==> src/sv/pts_pkg.sv <==
`timescale 1ns / 1ps
package pts_pkg;

    // Fixed field widths, class count and result buffer depth
    localparam int SPAN_W     = 32;
    localparam int SUM_W      = 40;
    localparam int NUM_CLS    = 3;
    localparam int CLS_W      = 2;
    localparam int FIFO_DEPTH = 4;

    localparam logic [SPAN_W-1:0] SPAN_MAX = '1;
    localparam logic [SUM_W-1:0]  SUM_MAX  = '1;

    // Span kind codes as they appear on the result beat
    typedef enum logic [1:0] {
        KIND_NONE   = 2'd0,
        KIND_PERIOD = 2'd1,
        KIND_HIGH   = 2'd2,
        KIND_LOW    = 2'd3
    } t_kind;

    // One span operation handed from the issue stage to the statistics stage
    typedef struct packed {
        t_kind             kind;
        logic [SPAN_W-1:0] span;
        logic              last;
    } t_op;

    // Map a span kind to its statistics entry (period 0, high 1, low 2)
    function automatic logic [CLS_W-1:0] cls_of(input t_kind kind);
        logic [CLS_W-1:0] k;
        k = kind;
        return k - CLS_W'(1);
    endfunction

endpackage

==> src/sv/pts_issue.sv <==
`timescale 1ns / 1ps
module pts_issue #(
    parameter int TIME_WIDTH  = 48,
    parameter int COUNT_WIDTH = 24
) (
    input  logic                   i_clk,
    input  logic                   i_rst_n,
    input  logic                   i_valid,
    output logic                   o_stall,
    input  logic                   i_level,
    input  logic [TIME_WIDTH-1:0]  i_timestamp_us,
    input  logic                   i_credit_ok,
    output logic                   o_op_valid,
    output pts_pkg::t_op           o_op,
    output logic [COUNT_WIDTH-1:0] o_rise_total,
    output logic [COUNT_WIDTH-1:0] o_fall_total
);

    // Edge state
    logic [TIME_WIDTH-1:0]  r_last_rise;
    logic [TIME_WIDTH-1:0]  r_last_fall;
    logic                   r_seen_rise;
    logic                   r_seen_fall;
    logic [COUNT_WIDTH-1:0] r_rise_tot;
    logic [COUNT_WIDTH-1:0] r_fall_tot;

    // Pending edge being split into span operations
    logic                   r_pend_valid;
    logic                   r_pend_op_a;
    logic                   r_pend_op_b;
    logic                   r_pend_level;
    logic [TIME_WIDTH-1:0]  r_pend_ts;
    logic [TIME_WIDTH-1:0]  r_pend_rise_ref;
    logic [TIME_WIDTH-1:0]  r_pend_fall_ref;
    logic [COUNT_WIDTH-1:0] r_pend_rise_tot;
    logic [COUNT_WIDTH-1:0] r_pend_fall_tot;

    logic [COUNT_WIDTH-1:0] n_rise_tot;
    logic [COUNT_WIDTH-1:0] n_fall_tot;
    logic [TIME_WIDTH-1:0]  ref_time;
    logic [TIME_WIDTH-1:0]  diff;
    logic                   diff_hi_set;
    pts_pkg::t_op           cur_op;
    logic                   issue_fire;
    logic                   accept;

    // Build the current operation: low span first, then period or high span
    always_comb begin
        cur_op.kind = pts_pkg::KIND_NONE;
        cur_op.last = 1'b1;
        ref_time    = r_pend_rise_ref;
        if (r_pend_op_a) begin
            cur_op.kind = pts_pkg::KIND_LOW;
            cur_op.last = ~r_pend_op_b;
            ref_time    = r_pend_fall_ref;
        end else if (r_pend_op_b) begin
            cur_op.kind = r_pend_level ? pts_pkg::KIND_PERIOD : pts_pkg::KIND_HIGH;
        end
        diff = r_pend_ts - ref_time;
        if (cur_op.kind == pts_pkg::KIND_NONE) begin
            cur_op.span = '0;
        end else if (diff_hi_set) begin
            cur_op.span = pts_pkg::SPAN_MAX;
        end else begin
            cur_op.span = diff[pts_pkg::SPAN_W-1:0];
        end
    end

    // Saturate the modular delta to the span width
    generate
        if (TIME_WIDTH > pts_pkg::SPAN_W) begin : g_sat
            assign diff_hi_set = |diff[TIME_WIDTH-1:pts_pkg::SPAN_W];
        end else begin : g_nosat
            assign diff_hi_set = 1'b0;
        end
    endgenerate

    // Handshake: take a new edge as the last operation of the current one leaves
    assign issue_fire = r_pend_valid & i_credit_ok;
    assign o_stall    = r_pend_valid & ~(issue_fire & cur_op.last);
    assign accept     = i_valid & ~o_stall;

    // Saturating edge counters
    always_comb begin
        n_rise_tot = r_rise_tot;
        n_fall_tot = r_fall_tot;
        if (i_level) begin
            if (~&r_rise_tot) n_rise_tot = r_rise_tot + COUNT_WIDTH'(1);
        end else begin
            if (~&r_fall_tot) n_fall_tot = r_fall_tot + COUNT_WIDTH'(1);
        end
    end

    // Hold edge state and the pending operation flags
    always_ff @(posedge i_clk) begin
        if (!i_rst_n) begin
            r_pend_valid <= 1'b0;
            r_pend_op_a  <= 1'b0;
            r_pend_op_b  <= 1'b0;
            r_seen_rise  <= 1'b0;
            r_seen_fall  <= 1'b0;
            r_last_rise  <= '0;
            r_last_fall  <= '0;
            r_rise_tot   <= '0;
            r_fall_tot   <= '0;
        end else begin
            if (accept) begin
                r_pend_valid <= 1'b1;
                r_pend_op_a  <= i_level & r_seen_fall;
                r_pend_op_b  <= r_seen_rise;
                r_rise_tot   <= n_rise_tot;
                r_fall_tot   <= n_fall_tot;
                if (i_level) begin
                    r_last_rise <= i_timestamp_us;
                    r_seen_rise <= 1'b1;
                end else begin
                    r_last_fall <= i_timestamp_us;
                    r_seen_fall <= 1'b1;
                end
            end else if (issue_fire) begin
                r_pend_op_a <= 1'b0;
                if (cur_op.last) r_pend_valid <= 1'b0;
            end
        end
    end

    // Capture the edge payload
    always_ff @(posedge i_clk) begin
        if (accept) begin
            r_pend_level    <= i_level;
            r_pend_ts       <= i_timestamp_us;
            r_pend_rise_ref <= r_last_rise;
            r_pend_fall_ref <= r_last_fall;
            r_pend_rise_tot <= n_rise_tot;
            r_pend_fall_tot <= n_fall_tot;
        end
    end

    assign o_op_valid   = issue_fire;
    assign o_op         = cur_op;
    assign o_rise_total = r_pend_rise_tot;
    assign o_fall_total = r_pend_fall_tot;

`ifndef SYNTH
    a_low_only_on_rise: assert property (@(posedge i_clk) disable iff (!i_rst_n)
        r_pend_valid && r_pend_op_a |-> r_pend_level)
        else $error("low span pending on a falling edge");

    a_none_is_last: assert property (@(posedge i_clk) disable iff (!i_rst_n)
        o_op_valid && o_op.kind == pts_pkg::KIND_NONE |-> o_op.last)
        else $error("empty result not marked last");
`endif

endmodule

==> src/sv/pts_stat.sv <==
`timescale 1ns / 1ps
module pts_stat #(
    parameter int COUNT_WIDTH = 24
) (
    input  logic                        i_clk,
    input  logic                        i_rst_n,
    input  logic                        i_op_valid,
    input  pts_pkg::t_op                i_op,
    input  logic [COUNT_WIDTH-1:0]      i_rise_total,
    input  logic [COUNT_WIDTH-1:0]      i_fall_total,
    output logic                        o_res_valid,
    output pts_pkg::t_kind              o_kind,
    output logic [pts_pkg::SPAN_W-1:0]  o_span,
    output logic [COUNT_WIDTH-1:0]      o_count,
    output logic [pts_pkg::SPAN_W-1:0]  o_span_min,
    output logic [pts_pkg::SPAN_W-1:0]  o_span_max,
    output logic [pts_pkg::SUM_W-1:0]   o_sum,
    output logic [COUNT_WIDTH-1:0]      o_rise_total,
    output logic [COUNT_WIDTH-1:0]      o_fall_total,
    output logic                        o_last
);

    typedef struct packed {
        logic [COUNT_WIDTH-1:0]     count;
        logic [pts_pkg::SUM_W-1:0]  sum;
        logic [pts_pkg::SPAN_W-1:0] span_min;
        logic [pts_pkg::SPAN_W-1:0] span_max;
    } t_entry;

    // Statistics memory, one entry per span class
    t_entry                    mem [pts_pkg::NUM_CLS];
    logic [pts_pkg::NUM_CLS-1:0] r_ent_vld;
    t_entry                    r_rd_q;

    // Update stage
    logic                      r_b_valid;
    pts_pkg::t_op              r_b_op;
    logic [pts_pkg::CLS_W-1:0] r_b_cls;
    logic                      r_b_ent_vld;
    logic [COUNT_WIDTH-1:0]    r_b_rtot;
    logic [COUNT_WIDTH-1:0]    r_b_ftot;

    // Last write, for forwarding
    logic                      r_wb_valid;
    logic [pts_pkg::CLS_W-1:0] r_wb_cls;
    t_entry                    r_wb_data;

    logic                      rd_en;
    logic [pts_pkg::CLS_W-1:0] rd_cls;
    logic                      b_write;
    logic                      fwd_hit;
    logic                      first;
    logic [pts_pkg::SUM_W:0]   sum_ext;
    t_entry                    cur;
    t_entry                    upd;

    assign rd_en  = i_op_valid & (i_op.kind != pts_pkg::KIND_NONE);
    assign rd_cls = pts_pkg::cls_of(i_op.kind);

    // Read the class entry as the operation enters
    always_ff @(posedge i_clk) begin
        if (rd_en) begin
            r_rd_q      <= mem[rd_cls];
            r_b_ent_vld <= r_ent_vld[rd_cls];
        end
        r_b_op   <= i_op;
        r_b_cls  <= rd_cls;
        r_b_rtot <= i_rise_total;
        r_b_ftot <= i_fall_total;
    end

    assign b_write = r_b_valid & (r_b_op.kind != pts_pkg::KIND_NONE);
    assign fwd_hit = r_wb_valid & (r_wb_cls == r_b_cls);

    // Merge forwarded data, then update count, sum, min and max
    always_comb begin
        if (fwd_hit) begin
            cur = r_wb_data;
        end else if (r_b_ent_vld) begin
            cur = r_rd_q;
        end else begin
            cur = '0;
        end
        first     = (cur.count == '0);
        upd       = cur;
        if (~&cur.count) upd.count = cur.count + COUNT_WIDTH'(1);
        sum_ext   = {1'b0, cur.sum}
                  + {{(pts_pkg::SUM_W + 1 - pts_pkg::SPAN_W){1'b0}}, r_b_op.span};
        upd.sum   = sum_ext[pts_pkg::SUM_W] ? pts_pkg::SUM_MAX
                                            : sum_ext[pts_pkg::SUM_W-1:0];
        if (first || r_b_op.span < cur.span_min) upd.span_min = r_b_op.span;
        if (first || r_b_op.span > cur.span_max) upd.span_max = r_b_op.span;
    end

    // Write back and remember the write for the next operation
    always_ff @(posedge i_clk) begin
        if (b_write) mem[r_b_cls] <= upd;
        r_wb_cls  <= r_b_cls;
        r_wb_data <= upd;
    end

    always_ff @(posedge i_clk) begin
        if (!i_rst_n) begin
            r_b_valid  <= 1'b0;
            r_wb_valid <= 1'b0;
            r_ent_vld  <= '0;
        end else begin
            r_b_valid  <= i_op_valid;
            r_wb_valid <= b_write;
            if (b_write) r_ent_vld[r_b_cls] <= 1'b1;
        end
    end

    // Result beat; an empty result carries only the edge totals
    always_comb begin
        o_res_valid  = r_b_valid;
        o_kind       = r_b_op.kind;
        o_last       = r_b_op.last;
        o_rise_total = r_b_rtot;
        o_fall_total = r_b_ftot;
        if (r_b_op.kind == pts_pkg::KIND_NONE) begin
            o_span     = '0;
            o_count    = '0;
            o_span_min = '0;
            o_span_max = '0;
            o_sum      = '0;
        end else begin
            o_span     = r_b_op.span;
            o_count    = upd.count;
            o_span_min = upd.span_min;
            o_span_max = upd.span_max;
            o_sum      = upd.sum;
        end
    end

`ifndef SYNTH
    a_min_le_span: assert property (@(posedge i_clk) disable iff (!i_rst_n)
        b_write |-> upd.span_min <= r_b_op.span && r_b_op.span <= upd.span_max)
        else $error("span outside class min/max after update");

    a_count_nonzero: assert property (@(posedge i_clk) disable iff (!i_rst_n)
        b_write |-> upd.count != '0)
        else $error("class count zero after a closed span");
`endif

endmodule

==> src/sv/pts_fifo.sv <==
`timescale 1ns / 1ps
module pts_fifo #(
    parameter int WIDTH = 8,
    parameter int DEPTH = 4
) (
    input  logic                       i_clk,
    input  logic                       i_rst_n,
    input  logic                       i_push,
    input  logic [WIDTH-1:0]           i_data,
    output logic                       o_valid,
    input  logic                       i_stall,
    output logic [WIDTH-1:0]           o_data,
    output logic [$clog2(DEPTH+1)-1:0] o_count
);

    localparam int PTR_W = $clog2(DEPTH);
    localparam int CNT_W = $clog2(DEPTH + 1);

    logic [WIDTH-1:0] mem [DEPTH];
    logic [PTR_W-1:0] r_wr_ptr;
    logic [PTR_W-1:0] r_rd_ptr;
    logic [CNT_W-1:0] r_count;
    logic             pop;

    assign o_valid = (r_count != '0);
    assign pop     = o_valid & ~i_stall;
    assign o_data  = mem[r_rd_ptr];
    assign o_count = r_count;

    // Store a result beat
    always_ff @(posedge i_clk) begin
        if (i_push) mem[r_wr_ptr] <= i_data;
    end

    // Advance pointers and occupancy
    always_ff @(posedge i_clk) begin
        if (!i_rst_n) begin
            r_wr_ptr <= '0;
            r_rd_ptr <= '0;
            r_count  <= '0;
        end else begin
            if (i_push) r_wr_ptr <= r_wr_ptr + PTR_W'(1);
            if (pop)    r_rd_ptr <= r_rd_ptr + PTR_W'(1);
            if (i_push && !pop) begin
                r_count <= r_count + CNT_W'(1);
            end else if (pop && !i_push) begin
                r_count <= r_count - CNT_W'(1);
            end
        end
    end

`ifndef SYNTH
    a_no_overflow: assert property (@(posedge i_clk) disable iff (!i_rst_n)
        i_push |-> r_count != CNT_W'(DEPTH) || pop)
        else $error("result buffer overflow");
`endif

endmodule

==> src/sv/pulse_timing_statistics_unit.sv <==
`timescale 1ns / 1ps
// Pulse timing statistics.
// Input channel (i_valid / o_stall): one beat per line edge, carrying the new
// level (1 rising, 0 falling) and a free-running microsecond timestamp.
// Output channel (o_valid / i_stall): one beat per closed span with the
// updated count, sum, min and max of its class (period, high, low), plus the
// rise and fall totals. A rising edge gives up to two beats, low time first,
// then period. An edge closing nothing gives one beat of kind none. o_last
// marks the final beat of an edge.
// The first result beat of an edge passes the pending-edge registers, the
// update stage and the result buffer before it is offered at the output.
// A new edge is taken as the last span operation of the pending one issues;
// a rising edge closing both a low and a period span issues them in turn, and
// the statistics memory does one read-modify-write per span.
// A four-beat result buffer decouples the sides; when the receiver stalls,
// the buffer fills and the input is stalled once no room is left for spans
// already in flight.
// Reset clears edge state, counters and statistics; the result buffer empties.
module pulse_timing_statistics_unit #(
    parameter int TIME_WIDTH  = 48,
    parameter int COUNT_WIDTH = 24
) (
    input  logic                        i_clk,
    input  logic                        i_rst_n,
    input  logic                        i_valid,
    output logic                        o_stall,
    input  logic                        i_level,
    input  logic [TIME_WIDTH-1:0]       i_timestamp_us,
    output logic                        o_valid,
    input  logic                        i_stall,
    output logic [1:0]                  o_span_kind,
    output logic [pts_pkg::SPAN_W-1:0]  o_span_us,
    output logic [COUNT_WIDTH-1:0]      o_span_count,
    output logic [pts_pkg::SPAN_W-1:0]  o_span_min_us,
    output logic [pts_pkg::SPAN_W-1:0]  o_span_max_us,
    output logic [pts_pkg::SUM_W-1:0]   o_span_sum_us,
    output logic [COUNT_WIDTH-1:0]      o_rise_count,
    output logic [COUNT_WIDTH-1:0]      o_fall_count,
    output logic                        o_last
);

    localparam int RES_W = 2 + 4 * pts_pkg::SPAN_W - pts_pkg::SPAN_W
                         + pts_pkg::SUM_W + 3 * COUNT_WIDTH + 1;
    localparam int CNT_W = $clog2(pts_pkg::FIFO_DEPTH + 1);

    logic                       op_valid;
    pts_pkg::t_op               op;
    logic [COUNT_WIDTH-1:0]     op_rise_tot;
    logic [COUNT_WIDTH-1:0]     op_fall_tot;
    logic                       credit_ok;

    logic                       res_valid;
    pts_pkg::t_kind             res_kind;
    logic [pts_pkg::SPAN_W-1:0] res_span;
    logic [COUNT_WIDTH-1:0]     res_count;
    logic [pts_pkg::SPAN_W-1:0] res_min;
    logic [pts_pkg::SPAN_W-1:0] res_max;
    logic [pts_pkg::SUM_W-1:0]  res_sum;
    logic [COUNT_WIDTH-1:0]     res_rise;
    logic [COUNT_WIDTH-1:0]     res_fall;
    logic                       res_last;

    logic [RES_W-1:0]           fifo_wr_data;
    logic [RES_W-1:0]           fifo_rd_data;
    logic [CNT_W-1:0]           fifo_count;

    // Issue a span only if the buffer has room for it and the one in update
    assign credit_ok = (fifo_count + CNT_W'(res_valid)) < CNT_W'(pts_pkg::FIFO_DEPTH);

    pts_issue #(
        .TIME_WIDTH  (TIME_WIDTH),
        .COUNT_WIDTH (COUNT_WIDTH)
    ) u_issue (
        .i_clk          (i_clk),
        .i_rst_n        (i_rst_n),
        .i_valid        (i_valid),
        .o_stall        (o_stall),
        .i_level        (i_level),
        .i_timestamp_us (i_timestamp_us),
        .i_credit_ok    (credit_ok),
        .o_op_valid     (op_valid),
        .o_op           (op),
        .o_rise_total   (op_rise_tot),
        .o_fall_total   (op_fall_tot)
    );

    pts_stat #(
        .COUNT_WIDTH (COUNT_WIDTH)
    ) u_stat (
        .i_clk        (i_clk),
        .i_rst_n      (i_rst_n),
        .i_op_valid   (op_valid),
        .i_op         (op),
        .i_rise_total (op_rise_tot),
        .i_fall_total (op_fall_tot),
        .o_res_valid  (res_valid),
        .o_kind       (res_kind),
        .o_span       (res_span),
        .o_count      (res_count),
        .o_span_min   (res_min),
        .o_span_max   (res_max),
        .o_sum        (res_sum),
        .o_rise_total (res_rise),
        .o_fall_total (res_fall),
        .o_last       (res_last)
    );

    // Pack the result beat
    assign fifo_wr_data = {res_kind, res_span, res_count, res_min, res_max,
                           res_sum, res_rise, res_fall, res_last};

    pts_fifo #(
        .WIDTH (RES_W),
        .DEPTH (pts_pkg::FIFO_DEPTH)
    ) u_fifo (
        .i_clk   (i_clk),
        .i_rst_n (i_rst_n),
        .i_push  (res_valid),
        .i_data  (fifo_wr_data),
        .o_valid (o_valid),
        .i_stall (i_stall),
        .o_data  (fifo_rd_data),
        .o_count (fifo_count)
    );

    // Unpack onto the output ports
    assign {o_span_kind, o_span_us, o_span_count, o_span_min_us, o_span_max_us,
            o_span_sum_us, o_rise_count, o_fall_count, o_last} = fifo_rd_data;

endmodule

==> config.mk <==
export PLATFORM = sky130hd
export DESIGN_NAME = pulse_timing_statistics_unit
export DESIGN_NICKNAME = d
export VERILOG_FILES = /design/src/sv/pts_pkg.sv /design/src/sv/pts_issue.sv /design/src/sv/pts_stat.sv /design/src/sv/pts_fifo.sv /design/src/sv/pulse_timing_statistics_unit.sv
export SDC_FILE = /design/constraint.sdc
export NUM_CORES = 2
export LEC_CHECK = 0
export ABC_CLOCK_PERIOD_IN_PS = 12900
export BUFFER_PORTS_ARGS = -buffer_cell sky130_fd_sc_hd__buf_2
export CAP_MARGIN = 25
export CORE_MARGIN = 3
export CORE_UTILIZATION = 56
export DETAILED_ROUTE_END_ITERATION = 8
export PLACE_DENSITY = 0.8
export SLEW_MARGIN = 20
export SYNTH_ARGS = -nofsm -noshare
export SYNTH_HDL_FRONTEND = slang
export SYNTH_HIERARCHICAL = 1
export SYNTH_SLANG_ARGS = --single-unit
export TNS_END_PERCENT = 30
==> constraint.sdc <==
create_clock -name i_clk -period 12.9 [get_ports i_clk]
set_input_delay 0 -clock i_clk [delete_from_list [all_inputs] [get_ports i_clk]]
set_output_delay 0 -clock i_clk [all_outputs]
set_load 0.05 [all_outputs]
-- Word-level counts from Yosys, hierarchy flattened
Memory sizes are Yosys's and may differ from the RTL's. A register that Yosys moved wholly into a read port is not among the register bits.
Cells that the tools add are included.
- bits in registers: 570
- bits in latches: 0
- memory bits (writable): 1228
- bits in read-only memories: 0
- input bits: 53
- output and inout bits: 213
- logic and storage cells: 129
- memories kept: 2
- memories (name ; depth ; bits a word ; read ports ; clocked after memory_dff ; write ports ; line ; RTL):
    u_fifo.mem ; 4 ; 211 ; 1 ; 1 ; 1 ; pts_fifo.sv:19 ; logic [WIDTH-1:0] mem [DEPTH];
    u_stat.mem ; 3 ; 128 ; 1 ; 1 ; 1 ; pts_stat.sv:31 ; t_entry mem [pts_pkg::NUM_CLS];
- $add $sub $neg: 11
- multipliers: 0
- div/mod/pow operators: 0
- magnitude comparators: 6
- equal/unequal tests: 1
- shifts and indexed selects: 0
- mux-type cells: 38
- bitwise gates (word level): 15
- reduce and logical (&&, ||, !) cells: 23
- operators by type and width (kind ; count):
    128-bit 2-to-1 mux ; 2
    32-bit 2-to-1 mux ; 6
    24-bit 2-to-1 mux ; 6
    40-bit 2-to-1 mux ; 2
    24-bit by 1-bit adder with 24-bit output (second input constant) ; 3
    24-bit AND reduction ; 3
    48-bit 2-to-1 mux ; 1
    48-bit subtractor ; 1
    40-bit by 32-bit adder with 41-bit output ; 1
    32-bit greater-than comparator ; 1
    32-bit < comparator ; 1
    24-bit zero test ; 1
    16-bit OR reduction ; 1
    1-bit 2-to-1 mux ; 12
    2-bit 2-to-1 mux ; 5
    2-bit nonzero test ; 5
    1-bit bitwise AND ; 9
    2-bit by 3-bit < comparator with 1-bit output (second input constant) ; 2
    3-bit 2-to-1 mux ; 2
    2-bit AND reduction ; 3
    1-bit NOT ; 5
    2-bit by 1-bit adder with 2-bit output (second input constant) ; 2
    2-bit zero test ; 2
    3-bit by 1-bit adder with 3-bit output ; 1
    other kinds (13) ; 17

-- Longest topological paths before layout
- depth in word-level cells: 10
- mapped depth: 20
- depth with buffers taken out: 15

-- By module
Netlist, hierarchy kept.
- modules (own cells, without submodules) (module ; times used ; cells an instance ; area an instance (µm²) ; sequential area each (µm²)):
    pts_fifo ; 1 ; 1147 ; 31108.6 ; 25524.5
    pts_stat ; 1 ; 2560 ; 31072.3 ; 19809.0
    pts_issue ; 1 ; 1578 ; 16329.4 ; 8778.4
    pulse_timing_statistics_unit ; 1 ; 2 ; 18.8 ; 0.0

-- Worst setup path after synthesis
OpenSTA, ideal clock, no wires.
- path kind: register -> register
- start point: reg u_stat.r_b_op, in the netlist u_stat/o_kind[1]
- end point: mem u_stat/mem[2][0] (netlist bit), enable pin
- setup time: 801 ps
- arrival time: 10022 ps
- data required time: 12099 ps
- path slack: 2078 ps
- cell stages (with the launch flop): 4
- path buffers: 0
- period minus slack after synthesis: 10822 ps
- path through: dfxtp_1 -> or2_0 -> nand2_1 -> nor3b_1
- longest elaborated chain between the ends: 4
- ends and longest elaborated chain (item ; line ; RTL):
    start: declaration ; pts_stat.sv:37 ; pts_pkg::t_op r_b_op;
    start signal: assignment ; pts_stat.sv:66 ; r_b_op <= i_op;
    2-bit nonzero test ; pts_stat.sv:72 ; assign b_write = r_b_valid & (r_b_op.kind != pts_pkg::KIND_NONE);
    1-bit bitwise AND ; pts_stat.sv:72 ;
    1-bit 2-to-1 mux ; pts_stat.sv:97 ; if (b_write) mem[r_b_cls] <= upd;
    1-bit 2-to-1 mux (implied by the code) ; pts_stat.sv:97 ;
    end: declaration ; pts_stat.sv:31 ;
No other way between the ends.

-- Worst setup path in the final report
- start point: reg u_stat/r_b_cls[1] (netlist bit)
- end point: mem u_fifo/mem[0][72] (netlist bit) (data pin)
- longest elaborated chain between the ends: 6
- ends and longest elaborated chain (item ; line ; RTL):
    start: declaration ; pts_stat.sv:38 ; logic [pts_pkg::CLS_W-1:0] r_b_cls;
    start signal: assignment ; pts_stat.sv:67 ; r_b_cls <= rd_cls;
    2-bit equality test ; pts_stat.sv:73 ; assign fwd_hit = r_wb_valid & (r_wb_cls == r_b_cls);
    1-bit bitwise AND ; pts_stat.sv:73 ;
    128-bit 2-to-1 mux ; pts_stat.sv:77 ; if (fwd_hit) begin
    40-bit by 32-bit adder with 41-bit output ; pts_stat.sv:88 ; + {{(pts_pkg::SUM_W + 1 - pts_pkg::SPAN_W){1'b0}}, r_b_op.span};
    40-bit 2-to-1 mux ; pts_stat.sv:89 ; upd.sum = sum_ext[pts_pkg::SUM_W] ? pts_pkg::SUM_MAX
    40-bit 2-to-1 mux ; pts_stat.sv:121 ; if (r_b_op.kind == pts_pkg::KIND_NONE) begin
    via res_sum (one bit) ; pulse_timing_statistics_unit.sv:58 ; logic [pts_pkg::SUM_W-1:0] res_sum;
    end: declaration ; pts_fifo.sv:19 ;
The timed path passes the listed nets, and every way through them passes these cells.

==> run metrics <==
Async SR Flop Fraction 0%; CTS max path bufs 3; Seq/Total Area, Yosys about 69%; Seq pwr share between 40% and 50%; CP delay by family, top buffers and inverters; CP most frequent cell buf_4; Die Y 380 um; Initial Util 56.8%; Critical path buffers and inverters 4; die width about 380 um; Internal roughly 11,000 uW; Hold Buf Count CTS between 90 and 100; Crit Path Max Fanout a little over 60; global router's overall resource usage between 20% and 30%; Syn Inst Count between 5,000 and 6,000; DR iter-0 viols just under 5,000; Leak 0.0311 uW; via count ~46,000; port buffer count 265; GR Util met2 a little over two fifths; clock sinks ~1,900; Distinct cells, synth between 90 and 100; Ports roughly 270; CTS tree done; initial antenna violation count 13; RSZ-0062 raised after global routing no; Worst slew margin a little over a fifth; Max Transition Viols Final 0; Root Driver clkbuf_16; Cell Area, Synth between 70,000 and 80,000 um2; fmax between 100 and 150 MHz; net switching power roughly 4300 uW; critical path cell sequence xnor2_2 > and3_4 > buf_4 > buf_4 > nand2_1 > nand2_1 > ha_1 > inv_1 > fa_1 > nand2b_1 > a21oi_1 > o2111a_1 > o2111ai_1 > a211oi_1 > o21ai_4 > buf_4 > and4_1 > nor3_1; crit end category register; Clock transition at path regs ~0.060 ns; worst vdd ir around 0.13 mV; design area roughly 90,000 um2; worst hold-check path type in -> reg; Clk pwr share 36.0%; total CTS buffers 184; slowest CP cell buf_4; startpoint types register; Layout area overhead 13.1%; crit path kind reg -> reg; number of global-route vias before repair roughly 47,000; Max stage delay on crit path 0.72 ns; met3 Resource Use GR 4.45%; row count 136; Yosys reg bits 1,928; post-CTS setup buffers 0; DRC 0; Nets roughly 5,900; Yosys top cell area share about three fifths; Final Skew approximately 0.038 ns; placed instance area 81,600 um2; Layout fillers 9,417; die area roughly 140,000 um2; status finished clean; Fin. Hold Viols 0; grt peak-use layer met2; CP Data Arrival Time 7.32 ns; WL per Instance about 24 um; pwr dens 170 nW/um2; Syn Nets 5,497; post-synth top area cell edfxtp_1; Worst-Margin Slew around 1.2 ns; post_cts resized 0; worst hold margin 0.0466 ns; Post-synth EDFFs between 1,500 and 2,000; combinational cell fraction of total power around 17%; Main synth FF type edfxtp_1; MaxCap Viol Count 0; Switching Share roughly 28%; vias per cell 6.02; Mean Syn Cell Area roughly 15 um2; H-tree depth 4; global-route wire length before repair around 280,000 um; Worst EP required 13.44 ns; Routed Antenna Nets 0; synthesis warning total 6; routability cong. between 0.9 and 1; drt pass-1 iters 6; core area about 140,000 um2; top-count cell post-synth edfxtp_1; worst skew pair latency between 0.8 and 0.9 ns; GR Util met1 around a third; min Tclk post-route between 6 and 7 ns; Period Utilization, post-route approximately 53%; detailed placement HPWL roughly 110,000 um; share of post-route cells with drive strength above 1 16.6%; total routed wirelength about 180,000 um; Overflow after GRT 0; top cells by count, synth edfxtp_1, nand2_1, dfxtp_1, a21oi_1, nor2_1; largest net degree at the start of global routing 222; main area contributors after synthesis edfxtp_1, dfxtp_1, mux4_2, ha_1, mux2i_1; Setup-failing EPs final 0; Setup TNS 0 ns
path summary, 6_finish.rpt:
kind,start,end,slack (ns),cells after the start
hold / removal,i_timestamp_us[10],u_issue/r_pend_ts[10],0.05,2
hold reg to reg,u_issue/o_fall_total[6],u_stat/o_fall_total[6],0.34,0
setup reg to reg,u_stat/r_b_cls[1],u_fifo/mem[0][72],6.12,18
setup / recovery,u_stat/r_b_cls[1],u_fifo/mem[0][72],6.12,18
per-layer routing:
layer / up-vias / share of wire [%]
li1: 20800 / -
met1: 23100 / 39
met2: 2037 / 49
met3: 360 / 8.1
met4: 2 / 3.7
met5: - / 0.0043
per-stage QoR:
step           setup WS [ns]  cells  power, uW  util [%]
3_5_place_dp            6.28   7229       9790      59.0
3_3_place_gp            6.55   7226       9740      58.9
2_1_floorplan           2.08   5287       9210         -
5_1_grt                 5.75   7685      15600      64.2
6_report                6.12   7687      15100      64.2
4_1_cts                 6.24   7678      15200      64.2
cells in the final DEF (no fill, tap or decap), types with 17 or more instances in the layout:
cell type      count
a211oi_1          39
a21boi_0         121
a21o_1            46
a21oi_1          356
a31oi_1           49
and2_1           115
and3_1            76
buf_2            264
buf_4             70
clkbuf_1          48
clkbuf_16        188
clkinv_1          21
clkinv_2          35
dfxtp_1          375
dlygate4sd3_1     99
edfxtp_1        1550
ha_1             153
inv_1             86
mux2_2            63
mux2i_1          188
mux4_2           211
nand2_1          495
nand3_1          134
nand4_1           59
nor2_1           317
nor2b_1           17
nor3_1            54
o211ai_1          17
o21a_1            18
o21ai_0           87
or3_1             29
xnor2_1           79
xor2_1            81
flip-flops by register name, summed over array words and instances (netlist names), 2 cells and up, named ones only:
signal                   flops
u_issue/r_last_fall         48
u_stat/r_b_cls               2
u_stat/r_wb_cls              2
u_issue/r_last_rise         48
u_fifo/r_wr_ptr              2
u_issue/r_fall_tot          24
u_issue/r_pend_ts           48
u_issue/r_pend_fall_ref     48
u_stat/o_fall_total         24
u_stat/r_b_op               32
u_stat/mem                 384
u_issue/o_fall_total        24
u_stat/o_rise_total         24
u_stat/o_kind                2
u_stat/r_ent_vld             3
u_fifo/r_rd_ptr              2
u_fifo/o_count               3
u_issue/r_pend_rise_ref     48
u_fifo/mem                 844
u_stat/r_rd_q              128
u_issue/r_rise_tot          24
u_stat/r_wb_data           128
u_issue/o_rise_total        24
area by class of cell:
type	instances	area (um2)	area share, %
flip-flops and latches	1928	54100	60.9
multi-input cells	3008	22700	25.6
clock buffers	250	5080	5.72
repair buffers	443	3060	3.44
well taps	1863	2330	2.62
clock inverters	100	1140	1.28
inverters	87	334	0.376
diodes	8	20.0	0.0225
power by group through the flow:
stage               Sequential [uW]  Combinational (uW)  Clock, uW
global route                   7140                2720       5760
finish                         7120                2570       5440
floorplan                      7210                2000          0
global placement               7230                2510          0
detailed placement             7250                2540          0
CTS                            7120                2580       5520
worst reg2reg max path, stage by stage, from the launching register on:
cell and delay, ns:
dfxtp_1 0.38, xnor2_2 0.42, and3_4 0.66, buf_4 0.61, buf_4 0.78, nand2_1 0.19, nand2_1 0.09, ha_1 0.16
inv_1 0.06, fa_1 0.43, nand2b_1 0.18, a21oi_1 0.25, o2111a_1 0.30, o2111ai_1 0.17, a211oi_1 0.52, o21ai_4 0.31
buf_4 0.36, and4_1 0.26, nor3_1 0.38
kinds of logic after synthesis:
group | synth area share (%)
flops | 68.9
simple gates | 8.27
compound gates | 6.70
mux | 9.47
buf+inv | 2.29
xor+xnor | 1.84
fa+ha+maj | 2.53
Note: power is estimated with default switching activity, not from simulation.
